===== config.mk =====
export PLATFORM = sky130hd
export DESIGN_NAME = elevator_car_motion_controller_core
export DESIGN_NICKNAME = d
export VERILOG_FILES = /design/src/design/ecmc_pkg.sv /design/src/design/ecmc_div.sv /design/src/design/ecmc_datapath.sv /design/src/design/ecmc_ctrl.sv /design/src/design/elevator_car_motion_controller_core.sv
export SDC_FILE = /design/constraint.sdc
export NUM_CORES = 2
export LEC_CHECK = 0
export BUFFER_PORTS_ARGS = -buffer_cell sky130_fd_sc_hd__buf_2
export CORE_MARGIN = 8
export CORE_UTILIZATION = 47
export DETAILED_ROUTE_END_ITERATION = 10
export PLACE_DENSITY = 0.63
export SLEW_MARGIN = 20
export SYNTH_ARGS = -nofsm -noshare
export SYNTH_HDL_FRONTEND = slang
export SYNTH_SLANG_ARGS = --single-unit

===== constraint.sdc =====
create_clock -name clk_i -period 11.65 [get_ports clk_i]
set_input_delay 2.33 -clock clk_i [delete_from_list [all_inputs] [get_ports clk_i]]
set_output_delay 2.33 -clock clk_i [all_outputs]
set_load 0.01 [all_outputs]

===== src/design/ecmc_pkg.sv =====
// Shared types, constants and register codes of the elevator car motion controller.
`timescale 1ns / 1ps
package ecmc_pkg;

  localparam int FLOOR_HEIGHT = 4800;
  localparam int STACK_DEPTH  = 16;
  localparam int NUM_FLOORS   = 32;
  localparam int SCHED_DEPTH  = 4;

  localparam int POS_W     = 18;
  localparam int VEL_W     = 11;
  localparam int ACC_W     = 9;
  localparam int FLOOR_W   = 5;
  localparam int TICK_W    = 32;
  localparam int VMAX_W    = 10;
  localparam int AMAX_W    = 8;
  localparam int DELAY_W   = 10;
  localparam int CFG_IDX_W = 3;
  localparam int CFG_DAT_W = 18;
  localparam int IN_DAT_W  = 8;
  localparam int OUT_DAT_W = 48;

  localparam int STK_IDX_W = $clog2(STACK_DEPTH);
  localparam int STK_CNT_W = $clog2(STACK_DEPTH + 1);
  localparam int SCH_IDX_W = $clog2(SCHED_DEPTH);
  localparam int SCH_CNT_W = $clog2(SCHED_DEPTH + 1);

  localparam int FH_LOG    = $clog2(FLOOR_HEIGHT);
  localparam int FH_W      = $clog2(FLOOR_HEIGHT + 1);
  localparam int REM_W     = FH_W;
  localparam int QUO_W     = POS_W - FH_LOG + 1;
  localparam int RECIP_SH  = POS_W + FH_LOG;
  localparam int RECIP_W   = POS_W + 2;
  localparam int PROD_W    = POS_W + RECIP_W;
  localparam longint unsigned RECIP_VAL =
    ((64'd1 << RECIP_SH) + FLOOR_HEIGHT - 1) / FLOOR_HEIGHT;
  localparam logic [RECIP_W-1:0] RECIP = RECIP_W'(RECIP_VAL);

  localparam int TGT_W     = FLOOR_W + FH_W;
  localparam int DIV_W     = (TGT_W > POS_W) ? TGT_W : POS_W;
  localparam int DIV_CNT_W = $clog2(DIV_W + 1);

  localparam int VMAX_RST  = 120;
  localparam int AMAX_RST  = 4;
  localparam int MAXH_RST  = 72000;
  localparam int DELAY_RST = 70;
  localparam int RAMP_RST  = VMAX_RST / AMAX_RST;
  localparam int SD_RST    = VMAX_RST * RAMP_RST - (AMAX_RST * RAMP_RST * RAMP_RST) / 2;

  localparam logic [CFG_IDX_W-1:0] CFG_MAX_VEL   = 3'd0;
  localparam logic [CFG_IDX_W-1:0] CFG_MAX_ACC   = 3'd1;
  localparam logic [CFG_IDX_W-1:0] CFG_MIN_H     = 3'd2;
  localparam logic [CFG_IDX_W-1:0] CFG_MAX_H     = 3'd3;
  localparam logic [CFG_IDX_W-1:0] CFG_DOOR_DLY  = 3'd4;

  typedef enum logic [4:0] {
    S_IDLE, S_TRIP, S_DIVC_GO, S_DIVC_WAIT, S_SCHED, S_APPLY, S_VEL, S_POS,
    S_FL1, S_FL2, S_EMIT, S_DIVR_GO, S_DIVR_WAIT, S_RAMP, S_MUL1, S_MUL2, S_SDFIN
  } state_e;

  typedef enum logic [3:0] {
    OP_NONE, OP_PUSH, OP_DOOR, OP_CFG, OP_TRIP, OP_SCHED, OP_APPLY, OP_VEL,
    OP_POS, OP_FL1, OP_FL2, OP_EMIT, OP_RAMP, OP_MUL1, OP_MUL2, OP_SDFIN
  } op_e;

  typedef enum logic {
    DIV_RAMP,
    DIV_CRUISE
  } div_sel_e;

  typedef struct packed {
    op_e      op;
    logic     div_start;
    div_sel_e div_sel;
  } cmd_t;

  typedef struct packed {
    logic is_req;
    logic trip_go;
    logic cruise_go;
    logic div_done;
    logic out_free;
  } status_t;

endpackage


===== src/design/ecmc_div.sv =====
// Restoring divider, one quotient bit per cycle.
`timescale 1ns / 1ps
module ecmc_div (
  input  logic                      clk_i,
  input  logic                      rst_ni,
  input  logic                      start_i,
  input  logic [ecmc_pkg::DIV_W-1:0]  dividend_i,
  input  logic [ecmc_pkg::VMAX_W-1:0] divisor_i,
  output logic                      done_o,
  output logic [ecmc_pkg::DIV_W-1:0]  quotient_o
);
  import ecmc_pkg::*;

  logic [DIV_W-1:0]     quo_q;
  logic [VMAX_W-1:0]    rem_q;
  logic [VMAX_W-1:0]    dvs_q;
  logic [DIV_CNT_W-1:0] cnt_q;
  logic                 busy_q;
  logic                 done_q;
  logic [VMAX_W:0]      shifted;
  logic [VMAX_W:0]      diff;
  logic                 ge;

  assign shifted = {rem_q, quo_q[DIV_W-1]};
  assign ge      = shifted >= {1'b0, dvs_q};
  assign diff    = shifted - {1'b0, dvs_q};

  always_ff @(posedge clk_i or negedge rst_ni) begin
    if (!rst_ni) begin
      busy_q <= 1'b0;
      done_q <= 1'b0;
      cnt_q  <= '0;
    end else begin
      done_q <= 1'b0;
      if (start_i) begin
        busy_q <= 1'b1;
        cnt_q  <= DIV_CNT_W'(DIV_W);
      end else if (busy_q) begin
        cnt_q <= cnt_q - 1'b1;
        if (cnt_q == DIV_CNT_W'(1)) begin
          busy_q <= 1'b0;
          done_q <= 1'b1;
        end
      end
    end
  end

  always_ff @(posedge clk_i) begin
    if (start_i) begin
      quo_q <= dividend_i;
      rem_q <= '0;
      dvs_q <= divisor_i;
    end else if (busy_q) begin
      quo_q <= {quo_q[DIV_W-2:0], ge};
      rem_q <= ge ? diff[VMAX_W-1:0] : shifted[VMAX_W-1:0];
    end
  end

  assign done_o     = done_q;
  assign quotient_o = quo_q;

endmodule


===== src/design/ecmc_datapath.sv =====
// Datapath: car state, floor stack, acceleration schedule, profile math, result register.
`timescale 1ns / 1ps
module ecmc_datapath (
  input  logic                           clk_i,
  input  logic                           rst_ni,
  input  ecmc_pkg::cmd_t                 cmd_i,
  output ecmc_pkg::status_t              st_o,
  input  logic [ecmc_pkg::IN_DAT_W-1:0]  in_tdata_i,
  input  logic                           in_tuser_i,
  input  logic [ecmc_pkg::CFG_IDX_W-1:0] cfg_index_i,
  input  logic [ecmc_pkg::CFG_DAT_W-1:0] cfg_data_i,
  input  logic                           out_tready_i,
  output logic                           out_tvalid_o,
  output logic [ecmc_pkg::OUT_DAT_W-1:0] out_tdata_o
);
  import ecmc_pkg::*;

  // configuration and derived profile
  logic [VMAX_W-1:0]  vmax_q;
  logic [AMAX_W-1:0]  amax_q;
  logic [POS_W-1:0]   minh_q, maxh_q;
  logic [DELAY_W-1:0] delay_q;
  logic [VMAX_W-1:0]  ramp_q;
  logic [POS_W-1:0]   sd_q;
  logic [VMAX_W+VMAX_W-1:0] p1_q;
  logic [POS_W-1:0]   p2_q;
  logic [POS_W+VMAX_W-1:0]  p3_q;
  logic [POS_W+VMAX_W:0]    sd_full;

  // car state
  logic [POS_W-1:0]        pos_q;
  logic signed [VEL_W-1:0] vel_q;
  logic signed [ACC_W-1:0] acc_q;
  logic [TICK_W-1:0]       tick_q;
  logic                    armed_q;
  logic [TICK_W-1:0]       deadline_q;
  logic [FLOOR_W-1:0]      stk_q [STACK_DEPTH];
  logic [STK_CNT_W-1:0]    stk_cnt_q;
  logic [TICK_W-1:0]       sch_when_q [SCHED_DEPTH];
  logic signed [ACC_W-1:0] sch_acc_q [SCHED_DEPTH];
  logic [SCH_CNT_W-1:0]    sch_cnt_q;
  logic [QUO_W-1:0]        q_q;
  logic [REM_W-1:0]        rem_q;
  logic                    dropped_q;

  // trip scratch
  logic [FLOOR_W-1:0] next_q;
  logic               up_q;
  logic [DIV_W-1:0]   slack_q;
  logic               cruise_en_q;
  logic [PROD_W-1:0]  prod_q;

  logic                 out_valid_q;
  logic [OUT_DAT_W-1:0] out_data_q;

  // divider
  logic             div_done;
  logic [DIV_W-1:0] div_quo;
  logic [DIV_W-1:0] div_dvd;
  logic [VMAX_W-1:0] div_dvs;

  assign div_dvd = (cmd_i.div_sel == DIV_CRUISE) ? slack_q : DIV_W'(vmax_q);
  assign div_dvs = (cmd_i.div_sel == DIV_CRUISE) ? vmax_q : VMAX_W'(amax_q);

  ecmc_div u_div (
    .clk_i      (clk_i),
    .rst_ni     (rst_ni),
    .start_i    (cmd_i.div_start),
    .dividend_i (div_dvd),
    .divisor_i  (div_dvs),
    .done_o     (div_done),
    .quotient_o (div_quo)
  );

  // door and stack
  logic [STK_IDX_W-1:0] top_idx;
  logic [FLOOR_W-1:0]   top_floor;
  logic                 at_floor, door_fire, trip_go;
  logic [FLOOR_W-1:0]   req_floor;
  logic                 drop;

  assign top_idx   = STK_IDX_W'(stk_cnt_q - 1'b1);
  assign top_floor = stk_q[top_idx];
  assign at_floor  = (vel_q == '0) && (rem_q == '0) && (stk_cnt_q != '0);
  assign door_fire = at_floor && armed_q && (deadline_q < tick_q);
  assign trip_go   = door_fire && (32'(q_q) != 32'(top_floor));
  assign req_floor = in_tdata_i[FLOOR_W-1:0];
  assign drop      = (stk_cnt_q >= STK_CNT_W'(STACK_DEPTH)) ||
                     (32'(req_floor) >= NUM_FLOORS);

  // trip distance
  logic [TGT_W-1:0]  target;
  logic [DIV_W:0]    tgt_x, pos_x, trip_dist;
  logic [DIV_W+1:0]  two_sd;
  logic              up;

  assign target    = TGT_W'(next_q) * TGT_W'(FLOOR_HEIGHT);
  assign tgt_x     = (DIV_W+1)'(target);
  assign pos_x     = (DIV_W+1)'(pos_q);
  assign up        = pos_x < tgt_x;
  assign trip_dist = up ? (tgt_x - pos_x) : (pos_x - tgt_x);
  assign two_sd    = (DIV_W+2)'({sd_q, 1'b0});

  // schedule
  logic [DIV_W-1:0]        cruise;
  logic signed [ACC_W-1:0] a_pos, a_neg;
  assign cruise = cruise_en_q ? div_quo : '0;
  assign a_pos  = $signed({1'b0, amax_q});
  assign a_neg  = -a_pos;

  logic [SCH_IDX_W-1:0] sch_idx;
  logic                 sch_hit;
  assign sch_idx = SCH_IDX_W'(sch_cnt_q - 1'b1);
  assign sch_hit = (sch_cnt_q != '0) && (sch_when_q[sch_idx] == tick_q);

  // integration
  logic signed [VEL_W:0]   vsum, vlim, vnew;
  logic signed [POS_W+1:0] psum, pmax, pmin, pclamp, pnew;
  assign vsum = {vel_q[VEL_W-1], vel_q} + (VEL_W+1)'(acc_q);
  assign vlim = $signed({2'b00, vmax_q});
  always_comb begin
    vnew = vsum;
    if (vsum > vlim) vnew = vlim;
    if (vsum < -vlim) vnew = -vlim;
  end
  assign psum   = $signed({2'b00, pos_q}) + (POS_W+2)'(vel_q);
  assign pmax   = $signed({2'b00, maxh_q});
  assign pmin   = $signed({2'b00, minh_q});
  assign pclamp = (psum > pmax) ? pmax : psum;
  assign pnew   = (pclamp < pmin) ? pmin : pclamp;

  // floor of position by reciprocal multiply, exact for every position
  logic [QUO_W-1:0] q_new;
  logic [POS_W-1:0] qf;
  assign q_new = QUO_W'(prod_q >> RECIP_SH);
  assign qf    = POS_W'((POS_W+QUO_W)'(q_new) * (POS_W+QUO_W)'(FLOOR_HEIGHT));

  // result fields
  logic [REM_W:0]     dstop;
  logic               can_stop;
  logic [FLOOR_W-1:0] cur_floor;
  assign dstop    = (vel_q > 0) ? ((REM_W+1)'(FLOOR_HEIGHT) - (REM_W+1)'(rem_q))
                                : ((REM_W+1)'(rem_q) + (REM_W+1)'(FLOOR_HEIGHT));
  assign can_stop = (acc_q != '0) && (32'(dstop) <= 32'(sd_q));
  assign cur_floor = (32'(q_q) > 31) ? 5'd31 : FLOOR_W'(q_q);

  assign sd_full = (POS_W+VMAX_W+1)'(p1_q) - (POS_W+VMAX_W+1)'(p3_q >> 1);

  always_ff @(posedge clk_i or negedge rst_ni) begin
    if (!rst_ni) begin
      vmax_q      <= VMAX_W'(VMAX_RST);
      amax_q      <= AMAX_W'(AMAX_RST);
      minh_q      <= '0;
      maxh_q      <= POS_W'(MAXH_RST);
      delay_q     <= DELAY_W'(DELAY_RST);
      ramp_q      <= VMAX_W'(RAMP_RST);
      sd_q        <= POS_W'(SD_RST);
      pos_q       <= '0;
      vel_q       <= '0;
      acc_q       <= '0;
      tick_q      <= '0;
      armed_q     <= 1'b0;
      deadline_q  <= '0;
      stk_cnt_q   <= '0;
      sch_cnt_q   <= '0;
      q_q         <= '0;
      rem_q       <= '0;
      dropped_q   <= 1'b0;
      out_valid_q <= 1'b0;
    end else begin
      if (cmd_i.op == OP_EMIT) begin
        out_valid_q <= 1'b1;
      end else if (out_tready_i) begin
        out_valid_q <= 1'b0;
      end
      case (cmd_i.op)
        OP_CFG: begin
          case (cfg_index_i)
            CFG_MAX_VEL:  vmax_q  <= cfg_data_i[VMAX_W-1:0];
            CFG_MAX_ACC:  amax_q  <= cfg_data_i[AMAX_W-1:0];
            CFG_MIN_H:    minh_q  <= cfg_data_i[POS_W-1:0];
            CFG_MAX_H:    maxh_q  <= cfg_data_i[POS_W-1:0];
            CFG_DOOR_DLY: delay_q <= cfg_data_i[DELAY_W-1:0];
            default: ;
          endcase
        end
        OP_RAMP: ramp_q <= (amax_q == '0) ? '0 : VMAX_W'(div_quo);
        OP_SDFIN: sd_q <= (sd_full > (POS_W+VMAX_W+1)'({POS_W{1'b1}})) ?
                          {POS_W{1'b1}} : sd_full[POS_W-1:0];
        OP_PUSH: begin
          dropped_q <= drop;
          if (!drop) stk_cnt_q <= stk_cnt_q + 1'b1;
        end
        OP_DOOR: begin
          dropped_q <= 1'b0;
          if (at_floor) begin
            if (!armed_q) begin
              armed_q    <= 1'b1;
              deadline_q <= tick_q + TICK_W'(delay_q);
            end else if (door_fire) begin
              armed_q   <= 1'b0;
              stk_cnt_q <= stk_cnt_q - 1'b1;
            end
          end
        end
        OP_SCHED: sch_cnt_q <= SCH_CNT_W'(SCHED_DEPTH);
        OP_APPLY: begin
          if (sch_hit) begin
            sch_cnt_q <= sch_cnt_q - 1'b1;
            acc_q     <= sch_acc_q[sch_idx];
          end
        end
        OP_VEL: vel_q <= vnew[VEL_W-1:0];
        OP_POS: begin
          pos_q  <= pnew[POS_W-1:0];
          tick_q <= tick_q + 1'b1;
        end
        OP_FL2: begin
          q_q   <= q_new;
          rem_q <= REM_W'(pos_q - qf);
        end
        default: ;
      endcase
    end
  end

  always_ff @(posedge clk_i) begin
    case (cmd_i.op)
      OP_PUSH: if (!drop) stk_q[STK_IDX_W'(stk_cnt_q)] <= req_floor;
      OP_DOOR: next_q <= top_floor;
      OP_TRIP: begin
        up_q        <= up;
        slack_q     <= DIV_W'(trip_dist - two_sd[DIV_W:0]);
        cruise_en_q <= ((DIV_W+2)'(trip_dist) > two_sd) && (vmax_q != '0);
      end
      OP_SCHED: begin
        // bottom entry is the last change, top entry applies right away
        sch_when_q[0] <= tick_q + (TICK_W'(ramp_q) << 1) + TICK_W'(cruise);
        sch_acc_q[0]  <= '0;
        sch_when_q[1] <= tick_q + TICK_W'(ramp_q) + TICK_W'(cruise);
        sch_acc_q[1]  <= up_q ? a_neg : a_pos;
        sch_when_q[2] <= tick_q + TICK_W'(ramp_q);
        sch_acc_q[2]  <= '0;
        sch_when_q[3] <= tick_q;
        sch_acc_q[3]  <= up_q ? a_pos : a_neg;
      end
      OP_MUL1: begin
        p1_q <= (VMAX_W+VMAX_W)'(vmax_q) * (VMAX_W+VMAX_W)'(ramp_q);
        p2_q <= POS_W'((AMAX_W+VMAX_W)'(amax_q) * (AMAX_W+VMAX_W)'(ramp_q));
      end
      OP_MUL2: p3_q <= (POS_W+VMAX_W)'(p2_q) * (POS_W+VMAX_W)'(ramp_q);
      OP_FL1: prod_q <= PROD_W'(pos_q) * PROD_W'(RECIP);
      OP_EMIT: out_data_q <= {2'b00, dropped_q, can_stop, armed_q, cur_floor,
                              acc_q, vel_q, pos_q};
      default: ;
    endcase
  end

  assign st_o.is_req    = in_tuser_i;
  assign st_o.trip_go   = trip_go;
  assign st_o.cruise_go = cruise_en_q;
  assign st_o.div_done  = div_done;
  assign st_o.out_free  = !out_valid_q || out_tready_i;

  assign out_tvalid_o = out_valid_q;
  assign out_tdata_o  = out_data_q;

  a_stack_bound: assert property (@(posedge clk_i) disable iff (!rst_ni)
    stk_cnt_q <= STK_CNT_W'(STACK_DEPTH)) else $error("floor stack overflow");
  a_sched_bound: assert property (@(posedge clk_i) disable iff (!rst_ni)
    sch_cnt_q <= SCH_CNT_W'(SCHED_DEPTH)) else $error("schedule overflow");
  a_rem_range: assert property (@(posedge clk_i) disable iff (!rst_ni)
    32'(rem_q) < FLOOR_HEIGHT) else $error("floor remainder out of range");
  a_pop_disarms: assert property (@(posedge clk_i) disable iff (!rst_ni)
    (cmd_i.op == OP_DOOR && door_fire) |=> !armed_q) else $error("door stays armed");

endmodule


===== src/design/ecmc_ctrl.sv =====
// Controller: sequences item handling, departure planning and profile derivation.
`timescale 1ns / 1ps
module ecmc_ctrl (
  input  logic              clk_i,
  input  logic              rst_ni,
  input  logic              in_tvalid_i,
  output logic              in_tready_o,
  input  logic              cfg_valid_i,
  output logic              cfg_ready_o,
  input  ecmc_pkg::status_t st_i,
  output ecmc_pkg::cmd_t    cmd_o
);
  import ecmc_pkg::*;

  state_e state_q, state_d;

  always_ff @(posedge clk_i or negedge rst_ni) begin
    if (!rst_ni) begin
      state_q <= S_IDLE;
    end else begin
      state_q <= state_d;
    end
  end

  always_comb begin
    state_d           = state_q;
    cmd_o.op          = OP_NONE;
    cmd_o.div_start   = 1'b0;
    cmd_o.div_sel     = DIV_RAMP;
    in_tready_o       = 1'b0;
    cfg_ready_o       = 1'b0;
    case (state_q)
      S_IDLE: begin
        cfg_ready_o = 1'b1;
        in_tready_o = !cfg_valid_i;
        if (cfg_valid_i) begin
          cmd_o.op = OP_CFG;
          state_d  = S_DIVR_GO;
        end else if (in_tvalid_i) begin
          if (st_i.is_req) begin
            cmd_o.op = OP_PUSH;
            state_d  = S_EMIT;
          end else begin
            cmd_o.op = OP_DOOR;
            state_d  = st_i.trip_go ? S_TRIP : S_APPLY;
          end
        end
      end
      S_TRIP: begin
        cmd_o.op = OP_TRIP;
        state_d  = S_DIVC_GO;
      end
      S_DIVC_GO: begin
        if (st_i.cruise_go) begin
          cmd_o.div_start = 1'b1;
          cmd_o.div_sel   = DIV_CRUISE;
          state_d         = S_DIVC_WAIT;
        end else begin
          state_d = S_SCHED;
        end
      end
      S_DIVC_WAIT: begin
        cmd_o.div_sel = DIV_CRUISE;
        if (st_i.div_done) state_d = S_SCHED;
      end
      S_SCHED: begin
        cmd_o.op      = OP_SCHED;
        cmd_o.div_sel = DIV_CRUISE;
        state_d       = S_APPLY;
      end
      S_APPLY: begin
        cmd_o.op = OP_APPLY;
        state_d  = S_VEL;
      end
      S_VEL: begin
        cmd_o.op = OP_VEL;
        state_d  = S_POS;
      end
      S_POS: begin
        cmd_o.op = OP_POS;
        state_d  = S_FL1;
      end
      S_FL1: begin
        cmd_o.op = OP_FL1;
        state_d  = S_FL2;
      end
      S_FL2: begin
        cmd_o.op = OP_FL2;
        state_d  = S_EMIT;
      end
      S_EMIT: begin
        // hold until the result register frees up
        if (st_i.out_free) begin
          cmd_o.op = OP_EMIT;
          state_d  = S_IDLE;
        end
      end
      S_DIVR_GO: begin
        cmd_o.div_start = 1'b1;
        state_d         = S_DIVR_WAIT;
      end
      S_DIVR_WAIT: begin
        if (st_i.div_done) state_d = S_RAMP;
      end
      S_RAMP: begin
        cmd_o.op = OP_RAMP;
        state_d  = S_MUL1;
      end
      S_MUL1: begin
        cmd_o.op = OP_MUL1;
        state_d  = S_MUL2;
      end
      S_MUL2: begin
        cmd_o.op = OP_MUL2;
        state_d  = S_SDFIN;
      end
      S_SDFIN: begin
        cmd_o.op = OP_SDFIN;
        state_d  = S_IDLE;
      end
      default: state_d = S_IDLE;
    endcase
  end

endmodule


===== src/design/elevator_car_motion_controller_core.sv =====
// Top level of the elevator car motion controller: controller plus datapath.
//
// Input stream (s_axis_*): one transfer per item. tuser is the item kind
// (0 = time tick, 1 = floor request), tdata carries the requested floor.
// Output stream (m_axis_*): exactly one result transfer per accepted item,
// in order, holding the car state after that item.
// Config channel (cfg_*): register index and data; write only while idle.
//
// Sequencing: a floor request is pushed on acceptance, then its result is
// emitted. A tick steps through the APPLY, VEL, POS, FL1 and FL2 states
// before its result is emitted. A tick that starts a trip first passes the
// TRIP state, and when a cruise phase is divided out it also waits for the
// shared serial divider to deliver its 18-bit quotient before SCHED. Every
// result waits in EMIT while the result register is not free. One item is
// handled at a time: the next is not accepted until the last is emitted.
// A configuration write keeps both channels blocked while the ramp time is
// derived on the same divider and the stop distance by multiplies.
// Reset (rst_ni low) returns registers to their power-on values and the car
// to rest at height zero. A stalled receiver holds the result register; the
// next item may be accepted and processed, then waits to be emitted.
`timescale 1ns / 1ps
module elevator_car_motion_controller_core (
  input  logic                           clk_i,
  input  logic                           rst_ni,
  input  logic                           s_axis_tvalid,
  output logic                           s_axis_tready,
  input  logic [ecmc_pkg::IN_DAT_W-1:0]  s_axis_tdata,  // [4:0] floor, [7:5] zero
  input  logic                           s_axis_tuser,  // [0] req_type
  output logic                           m_axis_tvalid,
  input  logic                           m_axis_tready,
  // [17:0] position, [28:18] velocity, [37:29] acceleration, [42:38] current_floor,
  // [43] door_waiting, [44] can_stop_next, [45] request_dropped, [47:46] zero
  output logic [ecmc_pkg::OUT_DAT_W-1:0] m_axis_tdata,
  input  logic                           cfg_valid_i,
  output logic                           cfg_ready_o,
  input  logic [ecmc_pkg::CFG_IDX_W-1:0] cfg_index_i,
  input  logic [ecmc_pkg::CFG_DAT_W-1:0] cfg_data_i
);
  import ecmc_pkg::*;

  cmd_t    cmd;
  status_t st;

  ecmc_ctrl u_ctrl (
    .clk_i       (clk_i),
    .rst_ni      (rst_ni),
    .in_tvalid_i (s_axis_tvalid),
    .in_tready_o (s_axis_tready),
    .cfg_valid_i (cfg_valid_i),
    .cfg_ready_o (cfg_ready_o),
    .st_i        (st),
    .cmd_o       (cmd)
  );

  ecmc_datapath u_dp (
    .clk_i        (clk_i),
    .rst_ni       (rst_ni),
    .cmd_i        (cmd),
    .st_o         (st),
    .in_tdata_i   (s_axis_tdata),
    .in_tuser_i   (s_axis_tuser),
    .cfg_index_i  (cfg_index_i),
    .cfg_data_i   (cfg_data_i),
    .out_tready_i (m_axis_tready),
    .out_tvalid_o (m_axis_tvalid),
    .out_tdata_o  (m_axis_tdata)
  );

endmodule


# Yosys cells after proc, flatten, opt, wreduce, memory -nomap -nowiden
# Memory sizes are Yosys's and may differ from the RTL's. A register that Yosys moved wholly into a read port is not among the register bits.
# Index checks and enable logic that the tools add are counted.
dict set report classes {
  addsub 22
  mul 6
  n_div 0
  order_cmp 13
  eq_ne 47
  shifts 0
  n_mux 60
  bitwise_logic 1
  reduce_logical 37
}
# cell n
set ops {}
lappend ops {{$mux W18} 6}
lappend ops {{$pmux W5 S16} 1}
lappend ops {{$add A32 B10 Y32} 2}
lappend ops {{$add A32 B18 Y32} 2}
lappend ops {{$mux W5} 12}
lappend ops {{$pmux W4 S13} 1}
lappend ops {{$eq A5 B4 Y1 const B} 8}
lappend ops {{$sub A18 B18 Y19} 2}
lappend ops {{$mul A18 B19 Y37 const B} 1}
lappend ops {{$add A32 B1 Y32 const B} 1}
lappend ops {{$add A32 B11 Y32} 1}
lappend ops {{$eq A32 B32 Y1} 1}
lappend ops {{$eq A4 B4 Y1 const B} 8}
lappend ops {{$lt A32 B32 Y1} 1}
lappend ops {{$gt A29 B18 Y1 const B} 1}
lappend ops {{$mul A18 B10 Y28} 1}
lappend ops {{$sub A20 B27 Y28} 1}
lappend ops {{$mux W11} 2}
lappend ops {{$add A19 B11 Y20} 1}
lappend ops {{$eq A5 B3 Y1 const B} 4}
lappend ops {{$gt A20 B19 Y1} 1}
lappend ops {{$lt A20 B19 Y1} 1}
lappend ops {{$mul A10 B10 Y20} 1}
lappend ops {{$mux W10} 2}
lappend ops {{other kinds (67)} 124}
dict set report totals {
  register_bits 439
  latch_bits 0
  mem_bits_rw 244
  romBits 0
  inputBits 35
  out_inout_bits 51
  word_cells 225
  n_memories 3
}
# name words width read_ports rd_clocked_by_memory_dff write_ports line_no
set mem_list {}
lappend mem_list {u_dp.sch_when_q 4 32 1 0 4 ecmc_datapath.sv:39} ;# logic [TICK_W-1:0] sch_when_q [SCHED_DEPTH];
lappend mem_list {u_dp.stk_q 16 5 1 0 1 ecmc_datapath.sv:37} ;# logic [FLOOR_W-1:0] stk_q [STACK_DEPTH];
lappend mem_list {u_dp.sch_acc_q 4 9 1 1 4 ecmc_datapath.sv:40} ;# logic signed [ACC_W-1:0] sch_acc_q [SCHED_DEPTH];

# Depth between registers and ports, before layout
dict set report depth {
  depth_word 11
  depth_mapped 34
  mapped_depth_nobuf 32
}

# Hierarchy
# From an unflattened synthesis, not the netlist that was laid out.
dict set report hier_totals {
  cells_unflattened 5207
  area_unflattened_um2 54427.2
}
# module instances cells_each area_each_um2 seq_area_each_um2
set modules_own_cells {}
lappend modules_own_cells {ecmc_datapath 1 4931 51446.8 16652.2}
lappend modules_own_cells {ecmc_div 1 192 2311.0 1216.2}
lappend modules_own_cells {ecmc_ctrl 1 84 669.4 125.1}

# Least setup slack after synthesis
# Ideal clock, no wire load.
dict set report synth_timing {
  path_type {register to register}
  from {register u_dp.next_q[4]}
  to {register u_dp.cruise_en_q (data pin)}
  setup_time_ps 279
  arrival_ps 6852
  required_ps 11371
  slack_ps 4519
  path_stages_with_launch 35
  n_path_buf 3
  synth_period_minus_slack_ps 7131
  cell_sequence {edfxtp_1 > ha_1 > inv_1 > fa_1 > inv_1 > ha_1 > a31oi_1 > inv_1 > a31oi_1 > o21bai_1 > a21oi_1 > xnor2_1 > ha_1 > clkbuf_1 > and3_1 > and3_1 > o211ai_1 > nand2_1 > clkbuf_1 > clkbuf_1 > nor2_1 > a21oi_1 > ha_1 > inv_1 > fa_1 > a21o_1 > a21oi_1 > o21bai_1 > a21oi_1 > o21bai_1 > a41o_1 > o41ai_1 > o21ai_0 > o21ai_0 > a211oi_1}
}
dict set report synth_between {
  elab_chain_cells 5
  word_cells_on_any_way 7
  classes_between {2 x add/sub; 1 x mul; 2 x order compare; 1 x mux; 1 x reduce/logical}
}
# element line_no
set synth_rtl {}
lappend synth_rtl {{start: declaration} ecmc_datapath.sv:47} ;# logic [FLOOR_W-1:0] next_q;
lappend synth_rtl {{start signal: assignment} ecmc_datapath.sv:230} ;# OP_DOOR: next_q <= top_floor;
lappend synth_rtl {{$mul A5 B7 Y12 (*)} ecmc_datapath.sv:97} ;# assign target = TGT_W'(next_q) * TGT_W'(FLOOR_HEIGHT);
lappend synth_rtl {{$sub A18 B18 Y19 / $lt A18 B18 Y1 (equally long branches)} {ecmc_datapath.sv:101, ecmc_datapath.sv:100}}
lappend synth_rtl {{$mux W19 (*)} ecmc_datapath.sv:101} ;# assign trip_dist = up ? (tgt_x - pos_x) : (pos_x - tgt_x);
lappend synth_rtl {{$gt A19 B19 Y1 (*)} ecmc_datapath.sv:234} ;# cruise_en_q <= ((DIV_W+2)'(trip_dist) > two_sd) && (vmax_q != '0);
lappend synth_rtl {{$logic_and A1 B1 Y1 (*)} ecmc_datapath.sv:234}
lappend synth_rtl {{end signal: assignment} ecmc_datapath.sv:234}
lappend synth_rtl {{end: declaration} ecmc_datapath.sv:50} ;# logic cruise_en_q;
# Every way passes the cells marked *; elsewhere a longest branch is shown, timed or not.
# A chain may end at the register's enable or synchronous reset.

# Final worst setup path
dict set report layout_timing {
  from {register u_dp.pos_q[7]}
  to {register u_dp.pos_q[6]}
}
dict set report layout_between {
  elab_chain_cells 5
}
# element line_no
set layout_rtl {}
lappend layout_rtl {{start: declaration} ecmc_datapath.sv:31} ;# logic [POS_W-1:0] pos_q;
lappend layout_rtl {{start signal: assignment} ecmc_datapath.sv:215} ;# pos_q <= pnew[POS_W-1:0];
lappend layout_rtl {{$add A19 B11 Y20 (*)} ecmc_datapath.sv:126} ;# assign psum = $signed({2'b00, pos_q}) + (POS_W+2)'(vel_q);
lappend layout_rtl {{$gt A20 B19 Y1} ecmc_datapath.sv:129} ;# assign pclamp = (psum > pmax) ? pmax : psum;
lappend layout_rtl {{$mux W20 (*)} ecmc_datapath.sv:129}
lappend layout_rtl {{$lt A20 B19 Y1} ecmc_datapath.sv:130} ;# assign pnew = (pclamp < pmin) ? pmin : pclamp;
lappend layout_rtl {{$mux W18 (*)} ecmc_datapath.sv:130}
# Marks and branches as above.

==> results.md <==
* RSZ-0062 raised after global routing: no
* Ratio of cells with drive above 1 in the final layout at 8.765%
* Vias at 37.91k
* Hold worst-path end: u_dp.out_tdata_o[45]
* Clock Sinks at 641
* Port Buffer Count at 80
* Via/cell ratio at 5.589
* Die X at 355.5 um
* Distinct cells, synth at 102
* Seq/Total Area, Yosys at 33.22%
* Worst-Margin Slew at 1087 ps
* Final setup fails at 0
* Fin. max-slew vios at 0
* Status: finished, final reports clean
* Clk buf depth at 3
* Post_cts resized at 0
* Core Area at 114300 sq um
* Pin count of the biggest net entering global routing at 141
* Data required time of the worst path at 12180 ps
* Fin nets at 6234
* Worst-path clk slew at 60 ps
* Crit path largest cell delay at 860 ps
* Clock Latency Late Sink at 660 ps
* Hold_sp: u_dp.dropped_q
* Critical path class: reg2reg
* Height of the die at 355.5 um
* Ys async rst share at 36.82%
* Max Cap Viol at 0
* Initial antenna violation count at 2
* Site Rows at 124
* # H-tree levels at 3
* Largest cells by area after synthesis: edfxtp_1, ha_1, fa_1, dfrtp_1, xnor2_1
* Yosys top cell by area: edfxtp_1
* Setup Buffers After CTS at 0
* GRT Resource Usage Total at 21.68%
* Pre-antenna DRT Iters at 5
* Vias in the first global route at 38.43k
* Cts bufs inserted at 78
* Post-synth top cells: inv_1, ha_1, nand2_1, edfxtp_1, fa_1
* Die area at 126400 sq um
* Final-report hold violation count at 0
* RD Place Congestion at 0.9254
* Yosys reg bits at 641
* Post-Synthesis Cells at 5197
* Filler cell count at 10.24k
* Most numerous cell in the Yosys netlist: inv_1
* CTS root buf: clkbuf_16
* Register-to-register setup slack at 3380 ps
* Iteration-0 DRC Markers at 2985
* Synth Area per Inst at 10.42 sq um
* First-pass GRT wire length at 218.5 mm
* Max Freq at 120.9 MHz
* Routed Antenna Nets at 0
* Ports at 86
* Synth warn at 0
* Worst slew margin at 26.84%
* Hold Crit Depth at 0
* Initial core utilization at 47.37%
* Worst flop-to-flop path startpoint: u_dp.pos_q[7]
* Worst Setup End Kind: register
* Final min period at 8269 ps
* Final worst path period share at 70.98%
* Final wirelength at 137.0 mm
* DPL Wire Length at 104.4 mm
* CTS tree: done
* Post-synth top area share at 21.90%
* Ys flop type: edfxtp_1
* EDFF count, synth at 395
* P&R area growth vs syn at 8.534%
* Hold_buf cts at 0
* Critical Path AT at 8790 ps
* Crit start category: register
* Clock Skews at 38.11 ps
* Wire per inst at 20.19 um
* R2R Path End: u_dp.pos_q[6]
* Fin Setup TNS at 0 ps
* Max FO, Critical Path at 36
* Slowest CP cell: dfrtp_1
* Worst min-delay path class: reg2reg
* Grt ovf at 0
* Cell area after synthesis at 54170 sq um
* Number of remaining DRC errors at 0
* Worst r2r path cells at 27
-- cells in the final DEF (no fill, tap or decap), drive strengths merged, types with 25 or more instances in the layout --
cell type	count
nor3	98
a21oi	191
a31oi	25
and2	199
xnor2	300
edfxtp	395
ha	621
a211oi	28
nand3	90
mux2	69
clkbuf	108
fa	373
a21o	97
nand2b	41
nor4	31
o211ai	27
nand4	50
clkinv	26
dfrtp	215
mux2i	30
xor2	69
o21ai	241
nor2b	43
inv	636
buf	123
nand2	479
o21a	30
nor2	229
mux4	57
-- worst max path at each step --
stage / from / to / slack [ps] / cells after the start
CTS: u_dp.pos_q[7] / u_dp.pos_q[6] / 3100 / 27
global placement: u_dp.pos_q[7] / u_dp.pos_q[6] / 3100 / 27
global route: u_dp.pos_q[7] / u_dp.pos_q[6] / 2730 / 27
detailed placement: u_dp.pos_q[7] / u_dp.pos_q[6] / 3130 / 27
finish: u_dp.pos_q[7] / u_dp.pos_q[6] / 3380 / 27
floorplan: u_dp.next_q[4] / u_dp.cruise_en_q / 4520 / 34
-- metrics by stage --
step                setup slack, ps  instances  util, %  instance area, sq um  hold slack (ps)
finish                         3381       6784    51.42                 58790            462.8
global route                   2733       6783    51.42                 58790            461.8
CTS                            3098       6783    51.41                 58780            457.3
detailed placement             3129       6637    49.06                 56090            442.3
global placement               3103       6637    49.05                 56090            439.7
floorplan                      4519       5198        -                 54170            423.1
-- sequential cells by signal, indices dropped and copies added (netlist names), 9 cells and up --
name	flops
u_dp.sch_when_q	128
u_dp.stk_q	80
u_dp.out_tdata_o	46
u_dp.deadline_q	32
u_dp.tick_q	32
u_dp.p3_q	27
u_dp.p1_q	20
u_dp.maxh_q	18
u_dp.minh_q	18
u_dp.p2_q	18
u_dp.pos_q	18
u_dp.sd_q	18
u_dp.slack_q	18
u_dp.u_div.quotient_o	18
u_dp.sch_acc_q	17
u_dp.rem_q	13
u_dp.vel_q	11
u_dp.delay_q	10
u_dp.ramp_q	10
u_dp.u_div.dvs_q	10
u_dp.u_div.rem_q	10
u_dp.vmax_q	10
u_dp.acc_q	9
-- per-layer routing --
metal / GRT usage (%) / routed length, um / vias up
met5: 0 / 0 / -
met4: 6.152 / 3681 / 0
met3: 2.879 / 7570 / 176
met2: 34.74 / 62930 / 906
met1: 30.81 / 62810 / 18903
li1: - / - / 17928
-- cell families (layout without fill, tap and decap cells) --
group	Yosys count	count (layout)	synth area share [%]
xor gates and xnor gates	369	369	5.980
muxes	156	156	4.358
AOI/OAI and AO/OA	845	845	10.17
buffers and inverters	829	902	5.830
other	1	3	0.006923
adders and majority gates	994	994	28.13
and+or+nand+nor	1362	1362	12.31
DFF	641	641	33.22
-- worst max-delay path: cells and delay by family (launching register included) --
kind | cells | cell delay (ps)
compound gates | 16 | 3930
simple gates | 7 | 1940
fa+ha+maj | 3 | 970
flops | 1 | 860
mux | 1 | 440
-- area by class of cell --
class	count	area, sq um	share of cell area (%)
Multi-Input combinational cell	3728	33090	56.28
Sequential cell	641	17990	30.61
Inverter	633	2381	4.050
Clock buffer	108	2315	3.937
Tap cell	1512	1892	3.218
Timing Repair Buffer	123	745.7	1.268
Clock inverter	38	374.1	0.6363
Antenna cell	1	2.502	0.004256
Power is left out: the tool's default activity adds up to more than one toggle a clock period on the data nets, which glitch-free logic cannot reach.
